--- config.mk ---
export PLATFORM = sky130hd
export DESIGN_NAME = sha256_stream_hasher_core
export DESIGN_NICKNAME = d
export VERILOG_FILES = /design/src/sv/sha_pkg.sv /design/src/sv/sha256_stream_hasher_core.sv /design/src/sv/sha_front.sv /design/src/sv/sha_back.sv
export SDC_FILE = /design/constraint.sdc
export NUM_CORES = 2
export LEC_CHECK = 0
export ABC_AREA = 0
export BUFFER_PORTS_ARGS = -buffer_cell sky130_fd_sc_hd__buf_2
export CORE_UTILIZATION = 55
export DETAILED_ROUTE_END_ITERATION = 6
export PLACE_DENSITY = 0.71
export SLEW_MARGIN = 20
export SYNTH_ARGS = -nofsm -noshare
export SYNTH_HDL_FRONTEND = slang
export SYNTH_HIERARCHICAL = 1
export SYNTH_SLANG_ARGS = --single-unit
export TNS_END_PERCENT = 1
--- constraint.sdc ---
create_clock -name clk -period 15.1 [get_ports clk]
set_input_delay 3.775 -clock clk [delete_from_list [all_inputs] [get_ports clk]]
set_output_delay 3.775 -clock clk [all_outputs]
set_load 0.005 [all_outputs]
--- src/sv/sha_pkg.sv ---
`default_nettype none
package sha_pkg;

    typedef struct packed {
        logic       finish;
        logic [7:0] data;
    } sha_item_t;

    localparam int FifoDepth = 2;

    localparam logic [7:0] PadByte = 8'h80;
    localparam logic [5:0] LenPos  = 6'd56;
    localparam logic [5:0] LastPos = 6'd63;

    function automatic logic [31:0] init_h(input logic [2:0] i);
        logic [31:0] r;
        begin
            case (i)
                3'd0: r = 32'h6a09e667;
                3'd1: r = 32'hbb67ae85;
                3'd2: r = 32'h3c6ef372;
                3'd3: r = 32'ha54ff53a;
                3'd4: r = 32'h510e527f;
                3'd5: r = 32'h9b05688c;
                3'd6: r = 32'h1f83d9ab;
                default: r = 32'h5be0cd19;
            endcase
            return r;
        end
    endfunction

    function automatic logic [31:0] round_k(input logic [5:0] i);
        logic [31:0] r;
        begin
            case (i)
                6'd0: r = 32'h428a2f98;  6'd1: r = 32'h71374491;
                6'd2: r = 32'hb5c0fbcf;  6'd3: r = 32'he9b5dba5;
                6'd4: r = 32'h3956c25b;  6'd5: r = 32'h59f111f1;
                6'd6: r = 32'h923f82a4;  6'd7: r = 32'hab1c5ed5;
                6'd8: r = 32'hd807aa98;  6'd9: r = 32'h12835b01;
                6'd10: r = 32'h243185be; 6'd11: r = 32'h550c7dc3;
                6'd12: r = 32'h72be5d74; 6'd13: r = 32'h80deb1fe;
                6'd14: r = 32'h9bdc06a7; 6'd15: r = 32'hc19bf174;
                6'd16: r = 32'he49b69c1; 6'd17: r = 32'hefbe4786;
                6'd18: r = 32'h0fc19dc6; 6'd19: r = 32'h240ca1cc;
                6'd20: r = 32'h2de92c6f; 6'd21: r = 32'h4a7484aa;
                6'd22: r = 32'h5cb0a9dc; 6'd23: r = 32'h76f988da;
                6'd24: r = 32'h983e5152; 6'd25: r = 32'ha831c66d;
                6'd26: r = 32'hb00327c8; 6'd27: r = 32'hbf597fc7;
                6'd28: r = 32'hc6e00bf3; 6'd29: r = 32'hd5a79147;
                6'd30: r = 32'h06ca6351; 6'd31: r = 32'h14292967;
                6'd32: r = 32'h27b70a85; 6'd33: r = 32'h2e1b2138;
                6'd34: r = 32'h4d2c6dfc; 6'd35: r = 32'h53380d13;
                6'd36: r = 32'h650a7354; 6'd37: r = 32'h766a0abb;
                6'd38: r = 32'h81c2c92e; 6'd39: r = 32'h92722c85;
                6'd40: r = 32'ha2bfe8a1; 6'd41: r = 32'ha81a664b;
                6'd42: r = 32'hc24b8b70; 6'd43: r = 32'hc76c51a3;
                6'd44: r = 32'hd192e819; 6'd45: r = 32'hd6990624;
                6'd46: r = 32'hf40e3585; 6'd47: r = 32'h106aa070;
                6'd48: r = 32'h19a4c116; 6'd49: r = 32'h1e376c08;
                6'd50: r = 32'h2748774c; 6'd51: r = 32'h34b0bcb5;
                6'd52: r = 32'h391c0cb3; 6'd53: r = 32'h4ed8aa4a;
                6'd54: r = 32'h5b9cca4f; 6'd55: r = 32'h682e6ff3;
                6'd56: r = 32'h748f82ee; 6'd57: r = 32'h78a5636f;
                6'd58: r = 32'h84c87814; 6'd59: r = 32'h8cc70208;
                6'd60: r = 32'h90befffa; 6'd61: r = 32'ha4506ceb;
                6'd62: r = 32'hbef9a3f7; default: r = 32'hc67178f2;
            endcase
            return r;
        end
    endfunction

endpackage
`default_nettype wire

--- src/sv/sha256_stream_hasher_core.sv ---
// SHA-256 stream hasher.
// Input channel (push/full): one item per transfer; command 0 absorbs
// data_byte, command 1 pads the message and produces its digest.
// Output channel (empty/pop): eight transfers per finish, digest_word in
// order H0..H7 with word_index 0..7 and last_word on the eighth.
// A two-entry input queue decouples the producer from the hash engine.
// A data byte is shifted into the block; each 64th byte also starts the
// rounds and then the add step on the single round unit.
// A finish feeds the pad, zero fill and length one byte per cycle, paused
// while a full block is compressed (an extra block is added when needed),
// then holds the digest for the reader.
// While the reader stalls the digest stays on the ports and the engine
// takes no new item; queued input items wait.
// Reset loads the standard initial hash value and clears the byte count.
`default_nettype none
module sha256_stream_hasher_core (
    input  wire logic        clk,
    input  wire logic        rst_n,
    input  wire logic        push,
    output logic             full,
    input  wire logic        command,
    input  wire logic [7:0]  data_byte,
    output logic             empty,
    input  wire logic        pop,
    output logic [31:0]      digest_word,
    output logic [2:0]       word_index,
    output logic             last_word
);

    logic               item_valid;
    logic               item_take;
    sha_pkg::sha_item_t item;

    sha_front u_front (
        .clk        (clk),
        .rst_n      (rst_n),
        .push       (push),
        .command    (command),
        .data_byte  (data_byte),
        .full       (full),
        .item_valid (item_valid),
        .item       (item),
        .item_take  (item_take)
    );

    sha_back u_back (
        .clk         (clk),
        .rst_n       (rst_n),
        .item_valid  (item_valid),
        .item        (item),
        .item_take   (item_take),
        .digest_word (digest_word),
        .word_index  (word_index),
        .last_word   (last_word),
        .empty       (empty),
        .pop         (pop)
    );

    a_last_flag: assert property (@(posedge clk) disable iff (!rst_n)
        !empty |-> (last_word == (word_index == 3'd7)))
        else $error("last_word does not match word_index");

    a_end_digest: assert property (@(posedge clk) disable iff (!rst_n)
        (!empty && pop && last_word) |=> empty)
        else $error("results continue after last digest word");

    a_first_word: assert property (@(posedge clk) disable iff (!rst_n)
        $fell(empty) |-> (word_index == 3'd0))
        else $error("digest does not start at word 0");

endmodule
`default_nettype wire

--- src/sv/sha_front.sv ---
`default_nettype none
module sha_front (
    input  wire logic               clk,
    input  wire logic               rst_n,
    input  wire logic               push,
    input  wire logic               command,
    input  wire logic [7:0]         data_byte,
    output logic                    full,
    output logic                    item_valid,
    output sha_pkg::sha_item_t      item,
    input  wire logic               item_take
);

    sha_pkg::sha_item_t fifo_reg [sha_pkg::FifoDepth];
    logic       wr_ptr_reg, wr_ptr_next;
    logic       rd_ptr_reg, rd_ptr_next;
    logic [1:0] count_reg, count_next;
    logic       do_push, do_pop;

    assign full       = (count_reg == 2'(sha_pkg::FifoDepth));
    assign item_valid = (count_reg != 2'd0);
    assign item       = fifo_reg[rd_ptr_reg];
    assign do_push    = push && !full;
    assign do_pop     = item_take && item_valid;

    always_comb
    begin
        wr_ptr_next = wr_ptr_reg ^ do_push;
        rd_ptr_next = rd_ptr_reg ^ do_pop;
        count_next  = count_reg + 2'(do_push) - 2'(do_pop);
    end

    always_ff @(posedge clk or negedge rst_n)
    begin
        if (!rst_n)
        begin
            wr_ptr_reg <= 1'b0;
            rd_ptr_reg <= 1'b0;
            count_reg  <= 2'd0;
        end
        else
        begin
            wr_ptr_reg <= wr_ptr_next;
            rd_ptr_reg <= rd_ptr_next;
            count_reg  <= count_next;
        end
    end

    // classify on entry: finish command vs data byte
    always_ff @(posedge clk)
    begin
        if (do_push)
        begin
            fifo_reg[wr_ptr_reg].finish <= command;
            fifo_reg[wr_ptr_reg].data   <= command ? 8'h00 : data_byte;
        end
    end

endmodule
`default_nettype wire

--- src/sv/sha_back.sv ---
`default_nettype none
module sha_back (
    input  wire logic               clk,
    input  wire logic               rst_n,
    input  wire logic               item_valid,
    input  sha_pkg::sha_item_t      item,
    output logic                    item_take,
    output logic [31:0]             digest_word,
    output logic [2:0]              word_index,
    output logic                    last_word,
    output logic                    empty,
    input  wire logic               pop
);

    typedef enum logic [2:0] {S_IDLE, S_PAD, S_ROUND, S_ADD, S_EMIT} state_t;
    typedef enum logic [1:0] {PH_MARK, PH_ZERO, PH_LEN} phase_t;

    state_t      state_reg, state_next;
    phase_t      ph_reg, ph_next;
    logic        final_reg, final_next;
    logic [5:0]  fill_reg, fill_next;
    logic [60:0] total_reg, total_next;
    logic [63:0] bits_reg, bits_next;
    logic [5:0]  rnd_reg, rnd_next;
    logic [2:0]  idx_reg, idx_next;
    logic [511:0] blk_reg, blk_next;
    logic [31:0] h_reg [8];
    logic [31:0] h_next [8];
    logic [31:0] v_reg [8];
    logic [31:0] v_next [8];

    logic [7:0]  in_byte;
    logic        ins;
    logic [31:0] w0, w1, w9, w14, s0, s1, w_new;
    logic [31:0] big1, big0, ch, maj, t1;
    logic [2:0]  lsel;

    assign w0  = blk_reg[511 -: 32];
    assign w1  = blk_reg[479 -: 32];
    assign w9  = blk_reg[223 -: 32];
    assign w14 = blk_reg[63 -: 32];
    assign s0  = {w1[6:0], w1[31:7]} ^ {w1[17:0], w1[31:18]} ^ (w1 >> 3);
    assign s1  = {w14[16:0], w14[31:17]} ^ {w14[18:0], w14[31:19]} ^ (w14 >> 10);
    assign w_new = w0 + s0 + w9 + s1;

    assign big1 = {v_reg[4][5:0], v_reg[4][31:6]} ^ {v_reg[4][10:0], v_reg[4][31:11]}
                ^ {v_reg[4][24:0], v_reg[4][31:25]};
    assign ch   = (v_reg[4] & v_reg[5]) ^ (~v_reg[4] & v_reg[6]);
    assign t1   = v_reg[7] + big1 + ch + sha_pkg::round_k(rnd_reg) + w0;
    assign big0 = {v_reg[0][1:0], v_reg[0][31:2]} ^ {v_reg[0][12:0], v_reg[0][31:13]}
                ^ {v_reg[0][21:0], v_reg[0][31:22]};
    assign maj  = (v_reg[0] & v_reg[1]) ^ (v_reg[0] & v_reg[2]) ^ (v_reg[1] & v_reg[2]);

    assign lsel = ~fill_reg[2:0];

    assign item_take   = (state_reg == S_IDLE) && item_valid;
    assign empty       = (state_reg != S_EMIT);
    assign digest_word = h_reg[idx_reg];
    assign word_index  = idx_reg;
    assign last_word   = (idx_reg == 3'd7);

    always_comb
    begin
        state_next = state_reg;
        ph_next    = ph_reg;
        final_next = final_reg;
        fill_next  = fill_reg;
        total_next = total_reg;
        bits_next  = bits_reg;
        rnd_next   = rnd_reg;
        idx_next   = idx_reg;
        blk_next   = blk_reg;
        h_next     = h_reg;
        v_next     = v_reg;
        in_byte    = item.data;
        ins        = 1'b0;

        case (state_reg)
            S_IDLE:
            begin
                if (item_valid)
                begin
                    if (item.finish)
                    begin
                        bits_next  = {total_reg, 3'b000};
                        ph_next    = PH_MARK;
                        state_next = S_PAD;
                    end
                    else
                    begin
                        ins        = 1'b1;
                        total_next = total_reg + 61'd1;
                    end
                end
            end
            S_PAD:
            begin
                ins = 1'b1;
                case (ph_reg)
                    PH_MARK: in_byte = sha_pkg::PadByte;
                    PH_LEN:  in_byte = bits_reg[8 * lsel +: 8];
                    default: in_byte = 8'h00;
                endcase
                if (ph_reg != PH_LEN && fill_reg + 6'd1 == sha_pkg::LenPos)
                    ph_next = PH_LEN;
                else if (ph_reg == PH_MARK)
                    ph_next = PH_ZERO;
                if (ph_reg == PH_LEN && fill_reg == sha_pkg::LastPos)
                    final_next = 1'b1;
            end
            S_ROUND:
            begin
                v_next[7] = v_reg[6];
                v_next[6] = v_reg[5];
                v_next[5] = v_reg[4];
                v_next[4] = v_reg[3] + t1;
                v_next[3] = v_reg[2];
                v_next[2] = v_reg[1];
                v_next[1] = v_reg[0];
                v_next[0] = t1 + big0 + maj;
                blk_next  = {blk_reg[479:0], w_new};
                rnd_next  = rnd_reg + 6'd1;
                if (rnd_reg == 6'd63)
                    state_next = S_ADD;
            end
            S_ADD:
            begin
                for (int i = 0; i < 8; i++)
                    h_next[i] = h_reg[i] + v_reg[i];
                if (final_reg)
                begin
                    idx_next   = 3'd0;
                    state_next = S_EMIT;
                end
                else if (ph_reg != PH_MARK || bits_reg != 64'd0 && 1'b0)
                    state_next = S_PAD;
                else
                    state_next = S_IDLE;
            end
            S_EMIT:
            begin
                if (pop)
                begin
                    idx_next = idx_reg + 3'd1;
                    if (idx_reg == 3'd7)
                    begin
                        for (int i = 0; i < 8; i++)
                            h_next[i] = sha_pkg::init_h(3'(i));
                        total_next = 61'd0;
                        final_next = 1'b0;
                        ph_next    = PH_MARK;
                        state_next = S_IDLE;
                    end
                end
            end
            default: state_next = S_IDLE;
        endcase

        // shift one byte into the block; a full block starts the rounds
        if (ins)
        begin
            blk_next  = {blk_reg[503:0], in_byte};
            fill_next = fill_reg + 6'd1;
            if (fill_reg == sha_pkg::LastPos)
            begin
                v_next     = h_reg;
                rnd_next   = 6'd0;
                state_next = S_ROUND;
            end
        end
    end

    always_ff @(posedge clk or negedge rst_n)
    begin
        if (!rst_n)
        begin
            state_reg <= S_IDLE;
            ph_reg    <= PH_MARK;
            final_reg <= 1'b0;
            fill_reg  <= 6'd0;
            total_reg <= 61'd0;
            rnd_reg   <= 6'd0;
            idx_reg   <= 3'd0;
            for (int i = 0; i < 8; i++)
                h_reg[i] <= sha_pkg::init_h(3'(i));
        end
        else
        begin
            state_reg <= state_next;
            ph_reg    <= ph_next;
            final_reg <= final_next;
            fill_reg  <= fill_next;
            total_reg <= total_next;
            rnd_reg   <= rnd_next;
            idx_reg   <= idx_next;
            h_reg     <= h_next;
        end
    end

    always_ff @(posedge clk)
    begin
        bits_reg <= bits_next;
        blk_reg  <= blk_next;
        v_reg    <= v_next;
    end

endmodule
`default_nettype wire

# Word-level counts from Yosys, hierarchy flattened

Memory sizes are Yosys's and may differ from the RTL's.
Index checks and enable logic that the tools add are counted.

Bits in registers: 1171
Memory bits (writable): 18
Bits in read-only memories: 2048
Input bits: 13
Word-level logic and storage cells: 169
Memories: 2

Memories:

| memory           | words | width | rd ports | clocked after Yosys merged registers in | write ports | RTL line        | RTL |
|---|---|---|---|---|---|---|---|
| (no name shown)  | 64    | 32    | 1        | 0                                       | 0           | sha_pkg.sv:35   | `case (i)` |
| u_front.fifo_reg | 2     | 9     | 1        | 0                                       | 1           | sha_front.sv:14 | `sha_pkg::sha_item_t fifo_reg [sha_pkg::FifoDepth];` |

Add/sub/neg operators: 24
Magnitude comparators: 1
Eq/ne operators: 20
Shift operators: 1
Multiplexer cells: 51
Bitwise logic cells: 21
Reduce and logical (&&, ||, !) cells: 21

Operator list:

| operator                                                         | number |
|---|---|
| 256-bit two-way mux                                              | 5 |
| 512-bit two-way mux                                              | 2 |
| 32-bit adder                                                     | 18 |
| 256-bit case mux with 2 select lines                             | 1 |
| 32-bit bitwise XOR                                               | 9 |
| 61-bit two-way mux                                               | 4 |
| 32-bit AND                                                       | 5 |
| 61-bit case mux with 2 select lines                              | 1 |
| 32-bit binary-select mux with 3-bit select                       | 1 |
| 32-bit two-way mux                                               | 2 |
| 64-bit by 7-bit indexed part select with 8-bit output            | 1 |
| 61-bit by 1-bit adder with 61-bit output (second input constant) | 1 |
| 32-bit NOT                                                       | 1 |
| 32-bit by 22-bit bitwise XOR with 32-bit output                  | 1 |
| 32-bit by 29-bit bitwise XOR with 32-bit output                  | 1 |
| 3-bit two-way mux                                                | 10 |
| 6-bit == test (second input constant)                            | 3 |
| 6-bit two-way mux                                                | 3 |
| 8-bit two-way mux                                                | 2 |
| 8-bit case mux with 2 select lines                               | 1 |
| 3-bit case mux with 5 select lines                               | 1 |
| 6-bit by 1-bit adder with 6-bit output (second input constant)   | 2 |
| 2-bit two-way mux                                                | 6 |
| 2-bit nonzero test                                               | 6 |
| other kinds (28)                                                 | 52 |

# Logic depth before layout (Yosys ltp)

Word-level depth: 11
Mapped depth: 39

# Hierarchy

Netlist, hierarchy kept.

By module, submodules not included:

| module    | instances | cells each | area each (um2) | sequential area each (um2) |
|---|---|---|---|---|
| sha_back  | 1         | 8462       | 76622.2         | 30959.7 |
| sha_front | 1         | 56         | 959.7           | 640.6 |

# Worst setup path after synthesis

Ideal clock, no wire load.

Path kind: reg2reg
Start point: register u_front.count_reg[1]
End point: register u_back.blk_reg[0], enable pin
Data arrival time: 10.103 ns
Data required time: 11.462 ns
Path slack: 1.359 ns
Cell stages (with the launch flop): 8
Clock period less this slack: 13.741 ns
Path through: dfrtp_1 > or2_1 > nor4b_4 > nor2b_1 > nor2_1 > clkbuf_1 > clkbuf_1 > nand2_1

Cells in the longest elaborated chain, start to end: 4

RTL lines:

| what                                | RTL line                        | RTL |
|---|---|---|
| start: declaration                  | sha_front.sv:17                 | `logic [1:0] count_reg, count_next;` |
| start signal: assignment            | sha_front.sv:45                 | `count_reg <= count_next;` |
| 2-bit nonzero test                  | sha_front.sv:21                 | `assign item_valid = (count_reg != 2'd0);` |
| net item_valid                      | sha256_stream_hasher_core.sv:30 | `logic item_valid;` |
| 1-bit two-way mux                   | sha_back.sv:81                  | `if (item_valid)` |
| 1-bit case mux with 2 select lines  | sha_back.sv:78                  | `case (state_reg)` |
| 2-bit nonzero test (no source line) | -                               |  |
| end signal: assignment              | sha_back.sv:203                 | `blk_reg <= blk_next;` |
| end: declaration                    | sha_back.sv:26                  | `logic [511:0] blk_reg, blk_next;` |

The timed path passes the listed nets, and every way through them passes these cells.
A chain may end at the register's enable or synchronous reset.

==> impl_metrics.toml <==
[run_status]
outcome = "finished, violations left"
violations = "design-rule violations"

[yosys]
synth.ff_latch_count = 1189
synth-edff-count = 591
postSynthNetCount = 9134
post_synth.cell_area_avg_um2 = 9.11
synthArstFlopShare_pct = 28.8
yosys_most_used_dff = "sky130_fd_sc_hd__edfxtp_1"
synthCells = 8518
synthDistinctLibCells = 118
synth_seq_area_share_pct = 40.7
warnings_from_yosys = 6
syn_area_um2 = 77600

[timing]
fmaxAchievable_ghz = 0.113
timing_hold_violations_final = 0
fin_tns_setup_ns = 0
timing.clock.skew_ns = 0.0505
final_setup_vio_count = 0
rsz0062_at_grt = "no"
timing.final.max_slew_violations = 0
fin_worst_hold_slack_ns = 0.484
max_slew_margin_pct = 20.6
fin_crit_ns = 8.87
tightest_slew_ns = 1.18
min_period_over_period_pct = 58.8

[grt]
largest_net_degree_at_the_start_of_global_routing = 236
globalRoute.totalOverflow = 0
grt_pass1_vias = 58763
grt_usage_pct = 32.8
wire_length_of_the_first_global_routing_pass_um = 358000
antenna_found_initial = 4

[worst_setup_path]
r2r.worst_path.cells = 38
criticalPathCategory = "flop to flop"
cp-end-kind = "flop"
worst_path_most_repeated_cell = "sky130_fd_sc_hd__a21oi_1"
worstPathArrival_ns = 9.52
worst_path_largest_cell_delay_ns = 0.83
critical_path_required_ns = 15.74
timing.reg2reg.setup_slack_ns = 6.23
worstSetupStartpointType = "flop"
critical_path_cell_with_the_highest_stage_delay = "sky130_fd_sc_hd__ha_1"
crit_path_max_fanout = 22

[route]
postRouteWirelength_um = 236000
dr_vias = 62901
final_antenna_net_count = 0
post-route-drc-count = 3
avgViaCountPerCell = 6.12
drt_first_pass_iters = 7
drt_iter0_markers = 7221
wire_per_inst_um = 23.0

[clocking]
hold_buffers = 0
clock_sinks = 1189
postCtsSetupRepairBufs = 0
clk_path_buf_depth = 3
clock_latency_ns = 0.79
tritoncts_buffers = 133
tritoncts = "done"
clock-root-buffer = "sky130_fd_sc_hd__clkbuf_16"
ctsResizeCount = 0
cts-htree-levels = 4
register_clock_pin_slew_on_the_reported_worst_setup_and_hold_paths_ns = 0.06

[job]
drv.max_cap_violation_count = 0

[finish]
areaGrowthSynthToFinish_pct = 7.59
largest_register_ffs = 512
fillers = 12034
layout.nets = 8901
most_common_library_cell_in_the_layout_ignoring_fill_and_taps = "sky130_fd_sc_hd__nand2_1"
post_route_cells_drive_above_1_share_pct = 8.30
final_cell_mix = "sky130_fd_sc_hd__nand2_1 (1,662), sky130_fd_sc_hd__nor2_1 (694), sky130_fd_sc_hd__edfxtp_1 (591)"

[die]
floorplan.die.height_um = 378
placeableCoreArea_um2 = 140000
std_cell_rows = 137
fp.dieArea_um2 = 143000
fp.dieW_um = 378
floorplan.initialDensity_pct = 55.5
io_pins = 51

[placed_design]
placement.io_buffers = 50
final_weighted_congestion_of_routability_driven_global_placement = 0.986
detailedPlacementHpwl_um = 171000

[min_path]
holdCritPathClass = "flop to flop"
worstHoldPathCells = 0
## logic make-up after synthesis
family | Yosys count | synth area share [%]
fa+ha+maj | 625 | 11.9
mux | 177 | 3.79
xor+xnor | 629 | 7.10
buf+inv | 934 | 4.59
compound gates | 1974 | 15.6
flops | 1189 | 40.7
simple gates | 2990 | 16.3
## per-layer routing
layer  GRT usage (%)  wire length (um)  up-vias
li1                -                 -    29069
met1            47.4            101000    30538
met2            47.6            101000     2846
met3            7.77             24100      446
met4            12.4              9250        2
met5               0                11        -
## worst paths after layout
path / startpoint / to
setup / recovery: u_back/rnd_reg[1]$_DFF_PN0_ / u_back/v_reg[252]$_DFF_P_
hold / removal: u_back/total_reg[60]$_DFFE_PN0P_ / u_back/bits_reg[63]$_DFFE_PP_
setup reg to reg: u_back/rnd_reg[1]$_DFF_PN0_ / u_back/v_reg[252]$_DFF_P_
hold reg to reg: u_back/total_reg[60]$_DFFE_PN0P_ / u_back/bits_reg[63]$_DFFE_PP_
max in group asynchronous: rst_n / u_back/total_reg[56]$_DFFE_PN0P_
min in group asynchronous: rst_n / u_back/h_reg[196]$_DFFE_PN0P_
## through the flow
step | setup WS (ns) | area, um^2 | std cells | util [%]
after floorplan | 1.36 | 77600 | 8518 | -
after global placement | 6.42 | 79000 | 10026 | 56.5
after detailed placement | 6.43 | 79000 | 10026 | 56.5
after CTS | 6.39 | 83500 | 10271 | 59.7
after global routing | 5.71 | 83500 | 10271 | 59.7
final | 6.23 | 83500 | 10272 | 59.7
## final cells by class
class                           count  area, um^2  area share [%]
Antenna cell                        1        2.50         0.00300
Clock buffer                      197        3730            4.47
Clock inverter                     48         728           0.872
Inverter                          440        1660            1.98
Multi-Input combinational cell   6395       42500            50.9
Sequential cell                  1189       31600            37.9
Tap cell                         1876        2350            2.81
Timing Repair Buffer              126         876            1.05
## cells in the mapped netlist, types with 44 or more instances
library cell                  n  area [um^2]
sky130_fd_sc_hd__and3_1      47          294
sky130_fd_sc_hd__edfxtp_1   591        17700
sky130_fd_sc_hd__fa_1       195         3900
sky130_fd_sc_hd__nor2_1     699         2620
sky130_fd_sc_hd__mux4_2      84         1890
sky130_fd_sc_hd__nand2b_1    71          444
sky130_fd_sc_hd__ha_1       408         5100
sky130_fd_sc_hd__mux2_2      60          676
sky130_fd_sc_hd__a31oi_1     57          357
sky130_fd_sc_hd__a211oi_1    55          413
sky130_fd_sc_hd__dfxtp_1    256         5120
sky130_fd_sc_hd__xor2_1     289         2530
sky130_fd_sc_hd__buf_1       52          195
sky130_fd_sc_hd__clkbuf_1   419         1570
sky130_fd_sc_hd__nand3_1    160          801
sky130_fd_sc_hd__dfrtp_1    206         5150
sky130_fd_sc_hd__xnor2_1    340         2980
sky130_fd_sc_hd__a21o_1     184         1380
sky130_fd_sc_hd__nor3_1     114          571
sky130_fd_sc_hd__o22ai_1    210         1310
sky130_fd_sc_hd__a21oi_1    536         2680
sky130_fd_sc_hd__o21ai_0    567         2840
sky130_fd_sc_hd__nor2b_1     61          382
sky130_fd_sc_hd__dfstp_2    136         3570
sky130_fd_sc_hd__inv_1      434         1630
sky130_fd_sc_hd__o21a_1      44          330
sky130_fd_sc_hd__nand2_1   1666         6250
## worst max-delay path: cells and delay by family, from the launching register on
family / cells / cell delay [ns]
simple gates: 7 / 0.88
fa+ha+maj: 6 / 2.79
flops: 1 / 0.32
xor+xnor: 2 / 0.48
compound gates: 18 / 3.39
buf+inv: 5 / 0.86
Power is not shown: default switching activity piles up to over one toggle a cycle in this logic, so the estimate is an artifact.
